[src/slli_pkg.sv]
package slli_pkg;

    localparam int NODES_DEF    = 16;
    localparam int KEY_BITS_DEF = 16;

    // command codes
    localparam logic CMD_INSERT = 1'b0;
    localparam logic CMD_READ   = 1'b1;

    // result kinds
    typedef enum logic [1:0] {
        KIND_INSERTED = 2'd0,
        KIND_OVERFLOW = 2'd1,
        KIND_ENTRY    = 2'd2,
        KIND_EMPTY    = 2'd3
    } kind_t;

    // per-cycle control common to all cells
    typedef struct packed {
        logic rot;
    } cell_ctl_t;

    // insert carry handed from one cell to the next
    typedef struct packed {
        logic valid;
        logic first;
    } carry_t;

    // cell status seen by the controller
    typedef struct packed {
        logic first_hit;
        logic landed;
    } cell_stat_t;

endpackage

[src/slli_cell.sv]
module slli_cell #(
    parameter int KEY_BITS = slli_pkg::KEY_BITS_DEF
) (
    input  logic                    clk,
    input  logic                    rst_n,
    input  slli_pkg::cell_ctl_t     ctl,
    input  slli_pkg::carry_t        cin,
    input  logic [KEY_BITS-1:0]     cin_key,
    input  logic                    rin_vld,
    input  logic [KEY_BITS-1:0]     rin_key,
    output logic                    vld,
    output logic [KEY_BITS-1:0]     key,
    output slli_pkg::carry_t        cout,
    output logic [KEY_BITS-1:0]     cout_key,
    output slli_pkg::cell_stat_t    stat
);

    logic                vld_reg;
    logic                vld_next;
    logic [KEY_BITS-1:0] key_reg;
    logic [KEY_BITS-1:0] key_next;
    slli_pkg::carry_t    car_reg;
    slli_pkg::carry_t    car_next;
    logic [KEY_BITS-1:0] car_key_reg;
    logic [KEY_BITS-1:0] car_key_next;
    logic                less;

    // incoming key goes in front of the held one when it is strictly smaller
    assign less = cin_key < key_reg;

    always_comb
    begin
        vld_next     = vld_reg;
        key_next     = key_reg;
        car_next     = '0;
        car_key_next = car_key_reg;
        if (ctl.rot)
        begin
            vld_next = rin_vld;
            key_next = rin_key;
        end
        else if (cin.valid)
        begin
            if (!vld_reg)
            begin
                vld_next = 1'b1;
                key_next = cin_key;
            end
            else
            begin
                car_next.valid = 1'b1;
                car_next.first = cin.first & ~less;
                if (less)
                begin
                    key_next     = cin_key;
                    car_key_next = key_reg;
                end
                else
                begin
                    car_key_next = cin_key;
                end
            end
        end
    end

    always_ff @(posedge clk or negedge rst_n)
    begin
        if (!rst_n)
        begin
            vld_reg <= 1'b0;
            car_reg <= '0;
        end
        else
        begin
            vld_reg <= vld_next;
            car_reg <= car_next;
        end
    end

    always_ff @(posedge clk)
    begin
        key_reg     <= key_next;
        car_key_reg <= car_key_next;
    end

    assign vld            = vld_reg;
    assign key            = key_reg;
    assign cout           = car_reg;
    assign cout_key       = car_key_reg;
    assign stat.first_hit = cin.valid & cin.first & (~vld_reg | less);
    assign stat.landed    = cin.valid & ~vld_reg;

endmodule

[src/sorted_linked_list_insert_unit.sv]
// sorted key list kept in a row of NODES cells, cell i holding the i-th smallest key; an
// insert beat (cmd 0) answers one result: kind 0 with the key and its ascending rank (equal
// keys rank after earlier ones), or kind 1 with rank 0 when all NODES cells are in use, in
// which case nothing changes; a read-out beat (cmd 1) answers every stored key in ascending
// order as kind 2 with its rank, last set on the final one, or a single kind 3 beat when the
// list is empty; one item is worked at a time: an insert takes its key through the row one
// cell per cycle until it drops into the first empty cell; a read-out rotates the whole
// row NODES times through cell 0, one step per cycle that the output register can take a
// beat; overflow and empty read-out go straight to their single result; the next input
// beat is taken while the last result still waits in the output register
module sorted_linked_list_insert_unit #(
    parameter int NODES    = slli_pkg::NODES_DEF,
    parameter int KEY_BITS = slli_pkg::KEY_BITS_DEF
) (
    input  logic        clk,
    input  logic        rst_n,
    // input channel
    input  logic        in_valid,
    output logic        in_stall,
    input  logic        cmd,
    input  logic [15:0] new_key,
    // output channel
    output logic        out_valid,
    input  logic        out_stall,
    output logic [1:0]  kind,
    output logic [15:0] key_out,
    output logic [5:0]  position,
    output logic        last
);

    localparam int IW = $clog2(NODES);
    localparam int CW = $clog2(NODES + 1);

    // controller states, one-hot
    typedef enum logic [3:0] {
        S_IDLE = 4'b0001,
        S_INS  = 4'b0010,
        S_ROT  = 4'b0100,
        S_RES  = 4'b1000
    } state_t;

    state_t                 state_reg;
    state_t                 state_next;
    logic [IW-1:0]          step_reg;
    logic [IW-1:0]          step_next;
    logic [CW-1:0]          count_reg;
    logic [CW-1:0]          count_next;

    // token injected into cell 0
    slli_pkg::carry_t       inj_reg;
    slli_pkg::carry_t       inj_next;
    logic [KEY_BITS-1:0]    inj_key_reg;
    logic [KEY_BITS-1:0]    inj_key_next;

    // pending single result (insert, overflow, empty read-out)
    slli_pkg::kind_t        res_kind_reg;
    slli_pkg::kind_t        res_kind_next;
    logic [15:0]            res_key_reg;
    logic [15:0]            res_key_next;
    logic [5:0]             res_pos_reg;
    logic [5:0]             res_pos_next;

    // output register
    logic                   out_valid_reg;
    logic                   out_valid_next;
    slli_pkg::kind_t        kind_reg;
    slli_pkg::kind_t        kind_next;
    logic [15:0]            key_out_reg;
    logic [15:0]            key_out_next;
    logic [5:0]             position_reg;
    logic [5:0]             position_next;
    logic                   last_reg;
    logic                   last_next;

    // cell row
    slli_pkg::cell_ctl_t    ctl;
    slli_pkg::carry_t       car_arr [NODES+1];
    logic [KEY_BITS-1:0]    car_key_arr [NODES+1];
    logic                   vld_arr [NODES];
    logic [KEY_BITS-1:0]    key_arr [NODES];
    slli_pkg::cell_stat_t   stat_arr [NODES];
    logic [NODES-1:0]       hit_vec;
    logic [NODES-1:0]       land_vec;

    logic                   accept;
    logic                   out_free;
    logic                   any_hit;
    logic                   any_land;
    logic [KEY_BITS-1:0]    key_in;

    // key reduced to the stored width
    assign key_in   = KEY_BITS'(new_key);

    assign in_stall = (state_reg != S_IDLE);
    assign accept   = in_valid & ~in_stall;
    // the output register can take a beat this cycle
    assign out_free = ~out_valid_reg | ~out_stall;

    // rotation steps only when the head cell's beat has a place to go
    assign ctl.rot  = (state_reg == S_ROT) & out_free;

    assign car_arr[0]     = inj_reg;
    assign car_key_arr[0] = inj_key_reg;

    genvar gi;
    generate
        for (gi = 0; gi < NODES; gi++)
        begin : g_cell
            slli_cell #(
                .KEY_BITS (KEY_BITS)
            ) u_cell (
                .clk      (clk),
                .rst_n    (rst_n),
                .ctl      (ctl),
                .cin      (car_arr[gi]),
                .cin_key  (car_key_arr[gi]),
                .rin_vld  (vld_arr[(gi + 1) % NODES]),
                .rin_key  (key_arr[(gi + 1) % NODES]),
                .vld      (vld_arr[gi]),
                .key      (key_arr[gi]),
                .cout     (car_arr[gi + 1]),
                .cout_key (car_key_arr[gi + 1]),
                .stat     (stat_arr[gi])
            );
            assign hit_vec[gi]  = stat_arr[gi].first_hit;
            assign land_vec[gi] = stat_arr[gi].landed;
        end
    endgenerate

    // the token sits at cell step_reg, so the cell where the new key settles gives its rank
    assign any_hit  = |hit_vec;
    assign any_land = |land_vec;

    always_comb
    begin
        state_next     = state_reg;
        step_next      = step_reg;
        count_next     = count_reg;
        inj_next       = '0;
        inj_key_next   = inj_key_reg;
        res_kind_next  = res_kind_reg;
        res_key_next   = res_key_reg;
        res_pos_next   = res_pos_reg;
        out_valid_next = out_valid_reg & out_stall;
        kind_next      = kind_reg;
        key_out_next   = key_out_reg;
        position_next  = position_reg;
        last_next      = last_reg;

        case (state_reg)
            S_IDLE:
            begin
                if (accept)
                begin
                    step_next = '0;
                    if (cmd == slli_pkg::CMD_READ)
                    begin
                        if (count_reg == '0)
                        begin
                            res_kind_next = slli_pkg::KIND_EMPTY;
                            res_key_next  = '0;
                            res_pos_next  = '0;
                            state_next    = S_RES;
                        end
                        else
                        begin
                            state_next = S_ROT;
                        end
                    end
                    else if (count_reg == CW'(NODES))
                    begin
                        // row full, nothing changes
                        res_kind_next = slli_pkg::KIND_OVERFLOW;
                        res_key_next  = 16'(key_in);
                        res_pos_next  = '0;
                        state_next    = S_RES;
                    end
                    else
                    begin
                        inj_next.valid = 1'b1;
                        inj_next.first = 1'b1;
                        inj_key_next   = key_in;
                        res_kind_next  = slli_pkg::KIND_INSERTED;
                        res_key_next   = 16'(key_in);
                        state_next     = S_INS;
                    end
                end
            end
            S_INS:
            begin
                step_next = step_reg + 1'b1;
                if (any_hit)
                begin
                    res_pos_next = 6'(step_reg);
                end
                if (any_land)
                begin
                    count_next = count_reg + 1'b1;
                    state_next = S_RES;
                end
            end
            S_ROT:
            begin
                if (out_free)
                begin
                    step_next = step_reg + 1'b1;
                    if (vld_arr[0])
                    begin
                        out_valid_next = 1'b1;
                        kind_next      = slli_pkg::KIND_ENTRY;
                        key_out_next   = 16'(key_arr[0]);
                        position_next  = 6'(step_reg);
                        last_next      = (step_reg == IW'(NODES - 1)) | ~vld_arr[1];
                    end
                    // a full turn puts every key back in its cell
                    if (step_reg == IW'(NODES - 1))
                    begin
                        state_next = S_IDLE;
                    end
                end
            end
            S_RES:
            begin
                if (out_free)
                begin
                    out_valid_next = 1'b1;
                    kind_next      = res_kind_reg;
                    key_out_next   = res_key_reg;
                    position_next  = res_pos_reg;
                    last_next      = 1'b1;
                    state_next     = S_IDLE;
                end
            end
            default:
            begin
                state_next = S_IDLE;
            end
        endcase
    end

    always_ff @(posedge clk or negedge rst_n)
    begin
        if (!rst_n)
        begin
            state_reg     <= S_IDLE;
            step_reg      <= '0;
            count_reg     <= '0;
            inj_reg       <= '0;
            out_valid_reg <= 1'b0;
        end
        else
        begin
            state_reg     <= state_next;
            step_reg      <= step_next;
            count_reg     <= count_next;
            inj_reg       <= inj_next;
            out_valid_reg <= out_valid_next;
        end
    end

    always_ff @(posedge clk)
    begin
        inj_key_reg  <= inj_key_next;
        res_kind_reg <= res_kind_next;
        res_key_reg  <= res_key_next;
        res_pos_reg  <= res_pos_next;
        kind_reg     <= kind_next;
        key_out_reg  <= key_out_next;
        position_reg <= position_next;
        last_reg     <= last_next;
    end

    assign out_valid = out_valid_reg;
    assign kind      = kind_reg;
    assign key_out   = key_out_reg;
    assign position  = position_reg;
    assign last      = last_reg;

    // an insert token always finds an empty cell before the end of the row
    a_no_spill: assert property (@(posedge clk) disable iff (!rst_n)
        !car_arr[NODES].valid)
        else $error("insert carry left the cell row");

    // at most one cell takes a token, and only during an insert
    a_land_once: assert property (@(posedge clk) disable iff (!rst_n)
        $onehot0(land_vec) && (!any_land || state_reg == S_INS))
        else $error("bad landing of insert carry");

    // key count never exceeds the row
    a_count_max: assert property (@(posedge clk) disable iff (!rst_n)
        count_reg <= CW'(NODES))
        else $error("key count above row length");

    // an insert ends with its landing and raises the count by one
    a_ins_count: assert property (@(posedge clk) disable iff (!rst_n)
        (state_reg == S_INS && any_land) |=> (state_reg == S_RES
            && count_reg == $past(count_reg) + 1'b1))
        else $error("insert completion out of step with key count");

endmodule
[config.mk]
export PLATFORM = sky130hd
export DESIGN_NAME = sorted_linked_list_insert_unit
export DESIGN_NICKNAME = d
export VERILOG_FILES = /design/src/slli_pkg.sv /design/src/slli_cell.sv /design/src/sorted_linked_list_insert_unit.sv
export SDC_FILE = /design/constraint.sdc
export NUM_CORES = 1
export LEC_CHECK = 0
export BUFFER_PORTS_ARGS = -buffer_cell sky130_fd_sc_hd__buf_2
export CORE_MARGIN = 10
export CORE_UTILIZATION = 35
export CTS_BUF_LIST = sky130_fd_sc_hd__clkbuf_8
export DETAILED_ROUTE_END_ITERATION = 10
export PLACE_DENSITY = 0.55
export REMOVE_ABC_BUFFERS = 1
export SYNTH_ARGS = -nofsm -noshare
export SYNTH_HDL_FRONTEND = slang
export SYNTH_HIERARCHICAL = 1
export SYNTH_SLANG_ARGS = --single-unit
[constraint.sdc]
create_clock -name clk -period 7.9 [get_ports clk]
set_clock_uncertainty 0.2 [all_clocks]
set_input_delay 1.185 -clock clk [delete_from_list [all_inputs] [get_ports clk]]
set_output_delay 1.185 -clock clk [all_outputs]
set_load 0.02 [all_outputs]
==> results.py, run 1 <==
metrics = {
    "setup_path": {
        "worst-r2r-setup-slack_ns": 4.02,
        "worst_ep_arrival_time_ns": 4.03,
        "crit_type": "reg2reg",
        "rr_endpoint": "g_cell[4].u_cell/cout_key[12]$_DFFE_PP_",
        "cp-start-kind": "flip-flop",
        "reg2reg_depth": 5,
        "reg2reg_from": "state_reg[3]$_DFFE_PN0P_",
        "endpoint_kind": "flip-flop",
        "cp_max_fo": 74,
        "cp.required_ns": 8.05,
    },
    "routing": {
        "drt_iter0_drc": 1073,
        "firstDrtPassIters": 5,
        "drc": 0,
        "antenna_left": 0,
        "wire_per_inst_um": 18.49,
        "vias": 18850,
        "vias_per_cell": 4.932,
        "routed_wl_um": 70670,
    },
    "global_routing": {
        "antenna_found_initial": 6,
        "grt_start_max_net_pins": 175,
        "grt_overflow_total": 0,
        "grt_pass1_wl_um": 112300,
        "grt_pass1_vias": 19910,
        "gr-usage-all-layers_pct": 12.87,
    },
    "sta": {
        "finalHoldViolations": 0,
        "min_period_ns": 3.879,
        "max_freq_mhz": 257.8,
        "setup_viol": 0,
        "slew_headroom_pct": 16.72,
        "hold_slack_ns": 0.2898,
        "final_max_slew_viol_count": 0,
        "finalCritPeriodShare_pct": 49.10,
        "tightest_slew_ns": 1.248,
        "rsz0062_at_grt": "no",
    },
    "final_layout": {
        "largest_reg_flops": 256,
        "layout-drive-gt1-share_pct": 31.81,
        "syn_to_final_growth_pct": 11.34,
        "nets": 2730,
        "fill_cells": 8938,
    },
    "clock_network": {
        "h-tree-depth": 3,
        "postCtsSetupBuffers": 0,
        "cts_inserted_buffers": 106,
        "cts_tree": "done",
        "worstSkewPairLatency_ns": 0.71,
        "cts_root_buffer": "clkbuf_8",
        "clk_pin_slew_ns": 0.06,
        "post_cts_resized": 0,
        "hold_buffers": 0,
        "clock_path_buffers": 3,
        "clock-sinks": 618,
    },
    "pwr": {
        "leakagePower_nw": 14.36,
        "p_per_area_nw_per_um2": 241.9,
        "p_total_mw": 8.969,
        "vdd_ir_drop_max_mv": 0.1454,
    },
    "synthesis": {
        "netlist_area_um2": 33310,
        "synth_area_per_cell_um2": 14.22,
        "yosys_warnings": 6,
        "synthCells": 2342,
    },
    "floorplanning": {
        "die_area_um2": 107900,
        "initial_utilization_pct": 35.16,
        "core_um2": 94730,
        "placementRows": 113,
        "ios": 48,
        "die_y_um": 328.5,
        "chipWidth_um": 328.5,
    },
    "min_path": {
        "holdPathStages": 2,
        "min_to": "g_cell[11].u_cell/cout[0]$_DFF_PN0_",
        "min_path_type": "reg2reg",
        "hold_start": "g_cell[10].u_cell/cout[0]$_DFF_PN0_",
    },
    "outcome": {
        "status": "finished, final reports clean",
    },
    "placement": {
        "numPortBuffers": 45,
        "dp_hpwl_um": 51330,
        "globalplace.congestion": 0.7825,
    },
    "run": {
        "drv_cap": 0,
    },
}
[worst max-delay path, stage by stage, from the launching register on]
cell	delay, ns
dfrtp_1	0.50
nor4b_4	0.50
and2_4	0.68
buf_4	0.86
inv_1	0.19
and3_1	0.46
[stage by stage]
stage / std cells / instance area, um^2 / utilization, % / setup TNS (ns) / setup slack (ns)
after floorplan: 2290 / 32980 / - / -1587.99 / -2.537
after global placement: 3623 / 34980 / 36.93 / 0 / 3.807
after detailed placement: 3623 / 34980 / 36.93 / 0 / 3.698
after CTS: 3821 / 37080 / 39.15 / 0 / 4.029
after global routing: 3821 / 37080 / 39.15 / 0 / 3.768
final: 3822 / 37080 / 39.15 / 0 / 4.021
[worst max path at each step]
| stage | from | endpoint | slack, ns | cells past startpoint |
|---|---|---|---|---|
| floorplan | out_stall | g_cell[0].u_cell/key[0]$_DFFE_PP_ | -2.54 | 4 |
| CTS | g_cell[0].u_cell/key[14]$_DFFE_PP_ | res_pos_reg[3]$_SDFFCE_PN0P_ | 4.03 | 11 |
| global route | g_cell[0].u_cell/key[14]$_DFFE_PP_ | res_pos_reg[3]$_SDFFCE_PN0P_ | 3.77 | 11 |
| detailed placement | out_stall | g_cell[4].u_cell/cout_key[5]$_DFFE_PP_ | 3.70 | 6 |
| finish | state_reg[3]$_DFFE_PN0P_ | g_cell[4].u_cell/cout_key[12]$_DFFE_PP_ | 4.02 | 5 |
| global placement | out_stall | g_cell[4].u_cell/key[3]$_DFFE_PP_ | 3.81 | 7 |
[layout make-up]
class | instances | area (um^2) | area share, %
diodes | 1 | 2.502 | 0.006748
clock buffers | 117 | 1610 | 4.342
clock inverters | 81 | 490.5 | 1.323
inverters | 277 | 1040 | 2.804
multi-input cells | 1395 | 13690 | 36.93
flip-flops and latches | 618 | 18250 | 49.22
well taps | 1265 | 1583 | 4.268
repair buffers | 68 | 410.4 | 1.107
[metal layers]
layer  share of wire [%]  vias up  GRT usage [%]
li1                    -     8993              -
met1                  46     9466          17.20
met2                  48      278          21.27
met3                 3.4      114          2.253
met4                 2.1        0          3.523
met5                   0        -              0
[placed cells by master (no fill, tap or decap), drive strengths merged, types with 18 or more instances in the layout]
master and count:
nor2b 49, and3 31, nand3 35, nand2 72, inv 316, nand4 35
dfrtp 60, nand2b 18, nor4b 19, buf 68, ha 243, nor2 38
edfxtp 557, clkinv 38, nor3 49, a21oi 82, clkbuf 117, mux2 515
o21ai 72
[power breakdown]
| part | switching, mW | internal (mW) | total [mW] |
|---|---|---|---|
| clock | 1.36 | 1.50 | 2.86 |
| sequential | 0.314 | 4.12 | 4.44 |
| combinational | 0.855 | 0.817 | 1.67 |
| total | 2.53 | 6.44 | 8.97 |
Note: power is estimated with default switching activity, not from simulation.
==> run 2, diff against run 1 <==
- PLACE_DENSITY: 0.55 -> 0.57
- clock period: 7.9 -> 3.2 ns (I/O delays scaled with it)
==> run 2 against run 1 <==
Net effect: global-route usage up 0.63 points; worst hold slack worse by 0.21 ns; non-clock buffer count up 144; fmax up 27%; first-iteration DRC count down 4.6%; routed wire length up 4.8%; sequential share of layout area down 1.6 points; design area up 3.4%; combinational power rose to 2.7 times the previous value; sequential power up 140%; clock power up 140%; setup slack worse by 3.9 ns.
==> results.py, run 2 (synthesis gave the netlist of run 1 again) <==
metrics = {
    "pwr": {
        "p_clk_share_pct": 31.3,
        "power_frac_comb_pct": 20.2,
        "swShare_pct": 28.43,
        "vdd_ir_drop_max_mv": 0.3373,
        "p_per_area_nw_per_um2": 582.9,
        "pwr-share-seq_pct": 48.5,
        "p_sw_mw": 6.353,
        "p_total_mw": 22.35,
        "intPower_mw": 16.00,
        "leakagePower_nw": 15.06,
    },
    "sta": {
        "finalHoldViolations": 0,
        "rsz0062_at_grt": "no",
        "max_freq_mhz": 328.2,
        "setup_viol": 0,
        "finalSetupTns_ns": 0,
        "min_period_ns": 3.047,
        "final_max_slew_viol_count": 0,
        "hold_slack_ns": 0.07782,
        "finalCritPeriodShare_pct": 95.21,
        "slew_headroom_pct": 38.29,
        "tightest_slew_ns": 0.9257,
    },
    "clock_network": {
        "clk_pin_slew_ns": 0.06,
        "clock-sinks": 618,
        "worstSkewPairLatency_ns": 0.73,
        "cts_root_buffer": "clkbuf_8",
        "cts_inserted_buffers": 109,
        "clock_path_buffers": 3,
        "postCtsSetupBuffers": 0,
        "cts_tree": "done",
        "h-tree-depth": 3,
    },
    "final_layout": {
        "largest_reg_flops": 256,
        "final_cell_mix": "edfxtp_1, mux2_2, inv_1",
        "fin_util_pct": 40.48,
        "layout-drive-gt1-share_pct": 35.35,
        "syn_to_final_growth_pct": 15.12,
        "final_common_cell": "edfxtp_1",
        "nets": 2877,
        "final_area_um2": 38340,
    },
    "routing": {
        "antenna_left": 0,
        "vias": 19430,
        "drt_iter0_drc": 1024,
        "wire_per_inst_um": 18.69,
        "drc": 0,
        "routed_wl_um": 74070,
        "vias_per_cell": 4.902,
        "firstDrtPassIters": 5,
    },
    "floorplanning": {
        "placementRows": 113,
        "ios": 48,
        "die_area_um2": 107900,
        "chipWidth_um": 328.5,
        "initial_utilization_pct": 35.16,
        "core_um2": 94730,
        "die_y_um": 328.5,
    },
    "global_routing": {
        "grt_pass1_wl_um": 116900,
        "grt_pass1_vias": 20570,
        "gr-usage-all-layers_pct": 13.50,
        "antenna_found_initial": 5,
        "grt_start_max_net_pins": 69,
        "grt_overflow_total": 0,
    },
    "setup_path": {
        "cp.required_ns": 3.41,
        "worst_ep_arrival_time_ns": 3.26,
        "endpoint_kind": "flip-flop",
        "cp-start-kind": "flip-flop",
        "cp_max_fo": 4,
        "crit_type": "reg2reg",
    },
    "run": {
        "drv_cap": 0,
    },
    "placement": {
        "numPortBuffers": 45,
        "globalplace.congestion": 0.7928,
        "dp_hpwl_um": 54050,
        "place_area_um2": 35980,
    },
    "outcome": {
        "status": "finished, final reports clean",
    },
    "min_path": {
        "min_path_type": "in2async",
    },
}
[run 2: worst paths after layout]
path	startpoint	to	slack, ns	cells after the start
worst max register to register	g_cell[3].u_cell/cout_key[6]$_DFFE_PP_	res_pos_reg[2]$_SDFFCE_PN0P_	0.15	11
max in group asynchronous	rst_n	count_reg[3]$_DFFE_PN0P_	1.56	3
worst min-delay path	rst_n	state_reg[0]$_DFFE_PN1P_	0.08	2
min in group clk	new_key[5]	inj_key_reg[5]$_DFFE_PP_	0.27	2
worst min register to register	res_kind_reg[1]$_SDFFCE_PN0P_	kind[1]$_SDFFCE_PN1P_	0.30	1
worst max-delay path	g_cell[3].u_cell/cout_key[6]$_DFFE_PP_	res_pos_reg[2]$_SDFFCE_PN0P_	0.15	11
[run 2: metal layers]
metal | GRT usage (%) | part of all wire [%] | vias to the layer above
li1 | - | - | 9302
met4 | 3.956 | 2.3 | 0
met5 | 0 | 0 | -
met1 | 17.89 | 46 | 9707
met3 | 1.826 | 3.4 | 120
met2 | 22.77 | 48 | 298
[run 2: worst max-delay path, stage by stage (launching register included)]
cell,delay [ns]
edfxtp_1,0.44
ha_1,0.36
a21oi_1,0.14
a21boi_0,0.14
o21ai_0,0.33
nand4_4,0.15
a21oi_1,0.32
nor4_4,0.08
buf_4,0.14
nand4_1,0.16
o21ai_2,0.08
a21oi_2,0.22
[run 2: timing repair]
item                                    4_1_cts  5_1_grt
gates resized for setup                       8       16
endpoints found under the setup margin        4        4
hold buffers                                 21        0
endpoints found under the hold margin        65        0
gates cloned                                  0        0
pin swaps                                     0        5
[run 2: stage by stage]
step / setup WS (ns) / std cells
after floorplan: -6.901 / 2290
after global placement: -0.2434 / 3746
after detailed placement: -0.3078 / 3746
after CTS: 0.007840 / 3961
after global routing: 0.01040 / 3961
final: 0.1532 / 3963
[run 2: final cells by class]
| cell class | instances | area [um^2] |
|---|---|---|
| Sequential cell | 618 | 18250 |
| Multi-Input combinational cell | 1395 | 13800 |
| Inverter | 277 | 1040 |
| Antenna cell | 2 | 5.005 |
| Tap cell | 1265 | 1583 |
| Fill cell | 8864 | 56380 |
| Clock buffer | 111 | 1528 |
| Timing Repair Buffer | 212 | 1619 |
| Clock inverter | 83 | 511.7 |
[run 2: power by group through the flow]
stage          clock network [mW]  registers (mW)  logic [mW]
4_1_cts                      7.24            10.9        4.55
2_1_floorplan                   0            10.8        3.14
3_5_place_dp                    0            11.0        4.49
5_1_grt                      7.58            11.0        4.97
6_report                     6.99            10.8        4.52
3_3_place_gp                    0            11.0        4.40
==> run 3, diff against run 2 <==
- CORE_UTILIZATION: 35 -> 39
- HOLD_SLACK_MARGIN: default -> 0.06
- PLACE_DENSITY: 0.57 -> 0.62
==> run 3 against run 2 <==
Net effect: non-clock buffer count shrank 20; design area shrank 0.91%; via count is 0.52% lower; core utilization up 4.2 points; flip-flop and latch count unchanged; critical path type unchanged; highest routed layer unchanged; die area shrank 9.6%; first-iteration DRC count is 12% higher; worst hold slack improved by 0.22 ns; final cell count is 3.9% lower; fmax rose by 1.3%; power decreased by 1.1%; register-to-register slack improved by 0.04 ns.
==> results.py, run 3 (synthesis gave the netlist of run 1 again) <==
metrics = {
    "pwr": {
        "leakagePower_nw": 14.91,
        "p_per_area_nw_per_um2": 581.6,
        "vdd_ir_drop_max_mv": 0.3602,
        "p_total_mw": 22.10,
    },
    "sta": {
        "final_max_slew_viol_count": 0,
        "max_freq_mhz": 332.5,
        "tightest_slew_ns": 0.9474,
        "setup_viol": 0,
        "finalSetupTns_ns": 0,
        "finalHoldViolations": 0,
        "finalCritPeriodShare_pct": 93.99,
        "hold_slack_ns": 0.2947,
        "min_period_ns": 3.008,
        "setup_slack_ns": 0.1923,
        "slew_headroom_pct": 36.84,
    },
    "setup_path": {
        "path_depth": 10,
        "crit_family": "compound AO/OA/AOI/OAI gates",
        "cp.required_ns": 3.44,
        "path_cells": "ha_1, nand3_1, a21boi_0, o21ai_0, nand4_4, a21oi_1, nor4_1, nand4_1, o21ai_2, a21oi_2",
        "cp_max_fo": 4,
        "worst_ep_arrival_time_ns": 3.25,
        "rr_endpoint": "res_pos_reg[1]$_SDFFCE_PN0P_",
        "crit_type": "reg2reg",
        "critPathCapture": "res_pos_reg[1]$_SDFFCE_PN0P_",
        "critical_path.slowest_cell": "edfxtp_1",
        "reg2reg_from": "inj_key_reg[6]$_DFFE_PP_",
        "cp-start-kind": "flip-flop",
        "cp-startpoint": "inj_key_reg[6]$_DFFE_PP_",
        "worst-r2r-setup-slack_ns": 0.19,
        "reg2reg_depth": 10,
        "endpoint_kind": "flip-flop",
        "crit_buf_inv": 0,
        "critPathMaxStageDelay_ns": 0.42,
    },
    "placement": {
        "pre_cts_ws_ns": -0.2823,
        "dp_hpwl_um": 52160,
        "dp_cells": 3594,
        "numPortBuffers": 45,
        "globalplace.congestion": 0.8163,
        "place_area_um2": 35610,
    },
    "run": {
        "drv_cap": 0,
    },
    "floorplanning": {
        "core_um2": 85010,
        "ios": 48,
        "die_y_um": 312.2,
        "initial_utilization_pct": 39.18,
        "die_area_um2": 97490,
        "placementRows": 107,
        "chipWidth_um": 312.2,
    },
    "routing": {
        "vias": 19330,
        "vias_per_cell": 5.076,
        "drt_iter0_drc": 1151,
        "drc": 0,
        "firstDrtPassIters": 5,
        "antenna_left": 0,
        "wire_per_inst_um": 18.94,
        "routed_wl_um": 72090,
    },
    "clock_network": {
        "cts_inserted_buffers": 104,
        "cts_tree": "done",
        "clk_pin_slew_ns": 0.06,
        "h-tree-depth": 3,
        "cts_root_buffer": "clkbuf_8",
        "clock_path_buffers": 3,
        "clock-sinks": 618,
        "worstSkewPairLatency_ns": 0.71,
    },
    "global_routing": {
        "grt_overflow_total": 0,
        "grt_start_max_net_pins": 53,
        "grt_pass1_wl_um": 114200,
        "antenna_found_initial": 6,
        "grt_pass1_vias": 20310,
        "gr-usage-all-layers_pct": 14.48,
    },
    "final_layout": {
        "final_cells": 3807,
        "final_area_um2": 38000,
        "n_antenna_cell": 0,
        "nets": 2852,
        "layout-drive-gt1-share_pct": 34.96,
        "final_common_cell": "edfxtp_1",
        "syn_to_final_growth_pct": 14.07,
        "fill_cells": 7590,
        "final_cell_mix": "edfxtp_1, mux2_2, inv_1",
        "fin_util_pct": 44.69,
        "largest_reg_flops": 256,
    },
    "min_path": {
        "min_path_type": "in2reg",
        "holdPathStages": 2,
    },
    "outcome": {
        "status": "finished, final reports clean",
    },
}
==> run 3: area by class of cell <==
class,instances,area (um^2),area share [%]
Clock buffer,115,1583,4.166
Inverter,277,1040,2.737
Clock inverter,66,371.6,0.9780
Multi-Input combinational cell,1395,13830,36.40
Timing Repair Buffer,192,1486,3.912
Tap cell,1144,1431,3.767
Sequential cell,618,18250,48.04
==> run 3: repair_timing <==
| item | in CTS | in global routing |
|---|---|---|
| resized for setup | 4 | 25 |
| pin swaps | 1 | 8 |
| hold buffers | 23 | 0 |
| endpoints found under the setup margin | 4 | 4 |
| hold endpoints to repair | 106 | 0 |
| setup buffers | 0 | 9 |
==> run 3: per-layer routing <==
metal,vias up,part of all wire [%],global-route usage (%)
met5,-,0,0
met4,0,2.3,4.210
met3,127,3.9,2.330
met2,350,48,24.02
met1,9628,46,19.34
li1,9221,-,-
==> run 3: worst min-delay path by stage <==
stage | end | slack, ns | start
4_1_cts | inj_key_reg[2]$_DFFE_PP_ | 0.23 | new_key[2]
3_3_place_gp | step_reg[3]$_DFFE_PN0P_ | 0.22 | rst_n
3_5_place_dp | step_reg[1]$_DFFE_PN0P_ | 0.22 | rst_n
6_report | inj_key_reg[15]$_DFFE_PP_ | 0.29 | new_key[15]
2_1_floorplan | car_arr[32]$_DFF_PN0_ | -0.02 | rst_n
5_1_grt | inj_key_reg[2]$_DFFE_PP_ | 0.25 | new_key[2]
==> run 3: power by group <==
group | internal [mW] | total (mW) | leakage (nW) | switching, mW
combinational | 2.18 | 4.50 | 7.96 | 2.32
sequential | 10.2 | 10.8 | 5.84 | 0.676
clock | 3.52 | 6.76 | 1.12 | 3.24
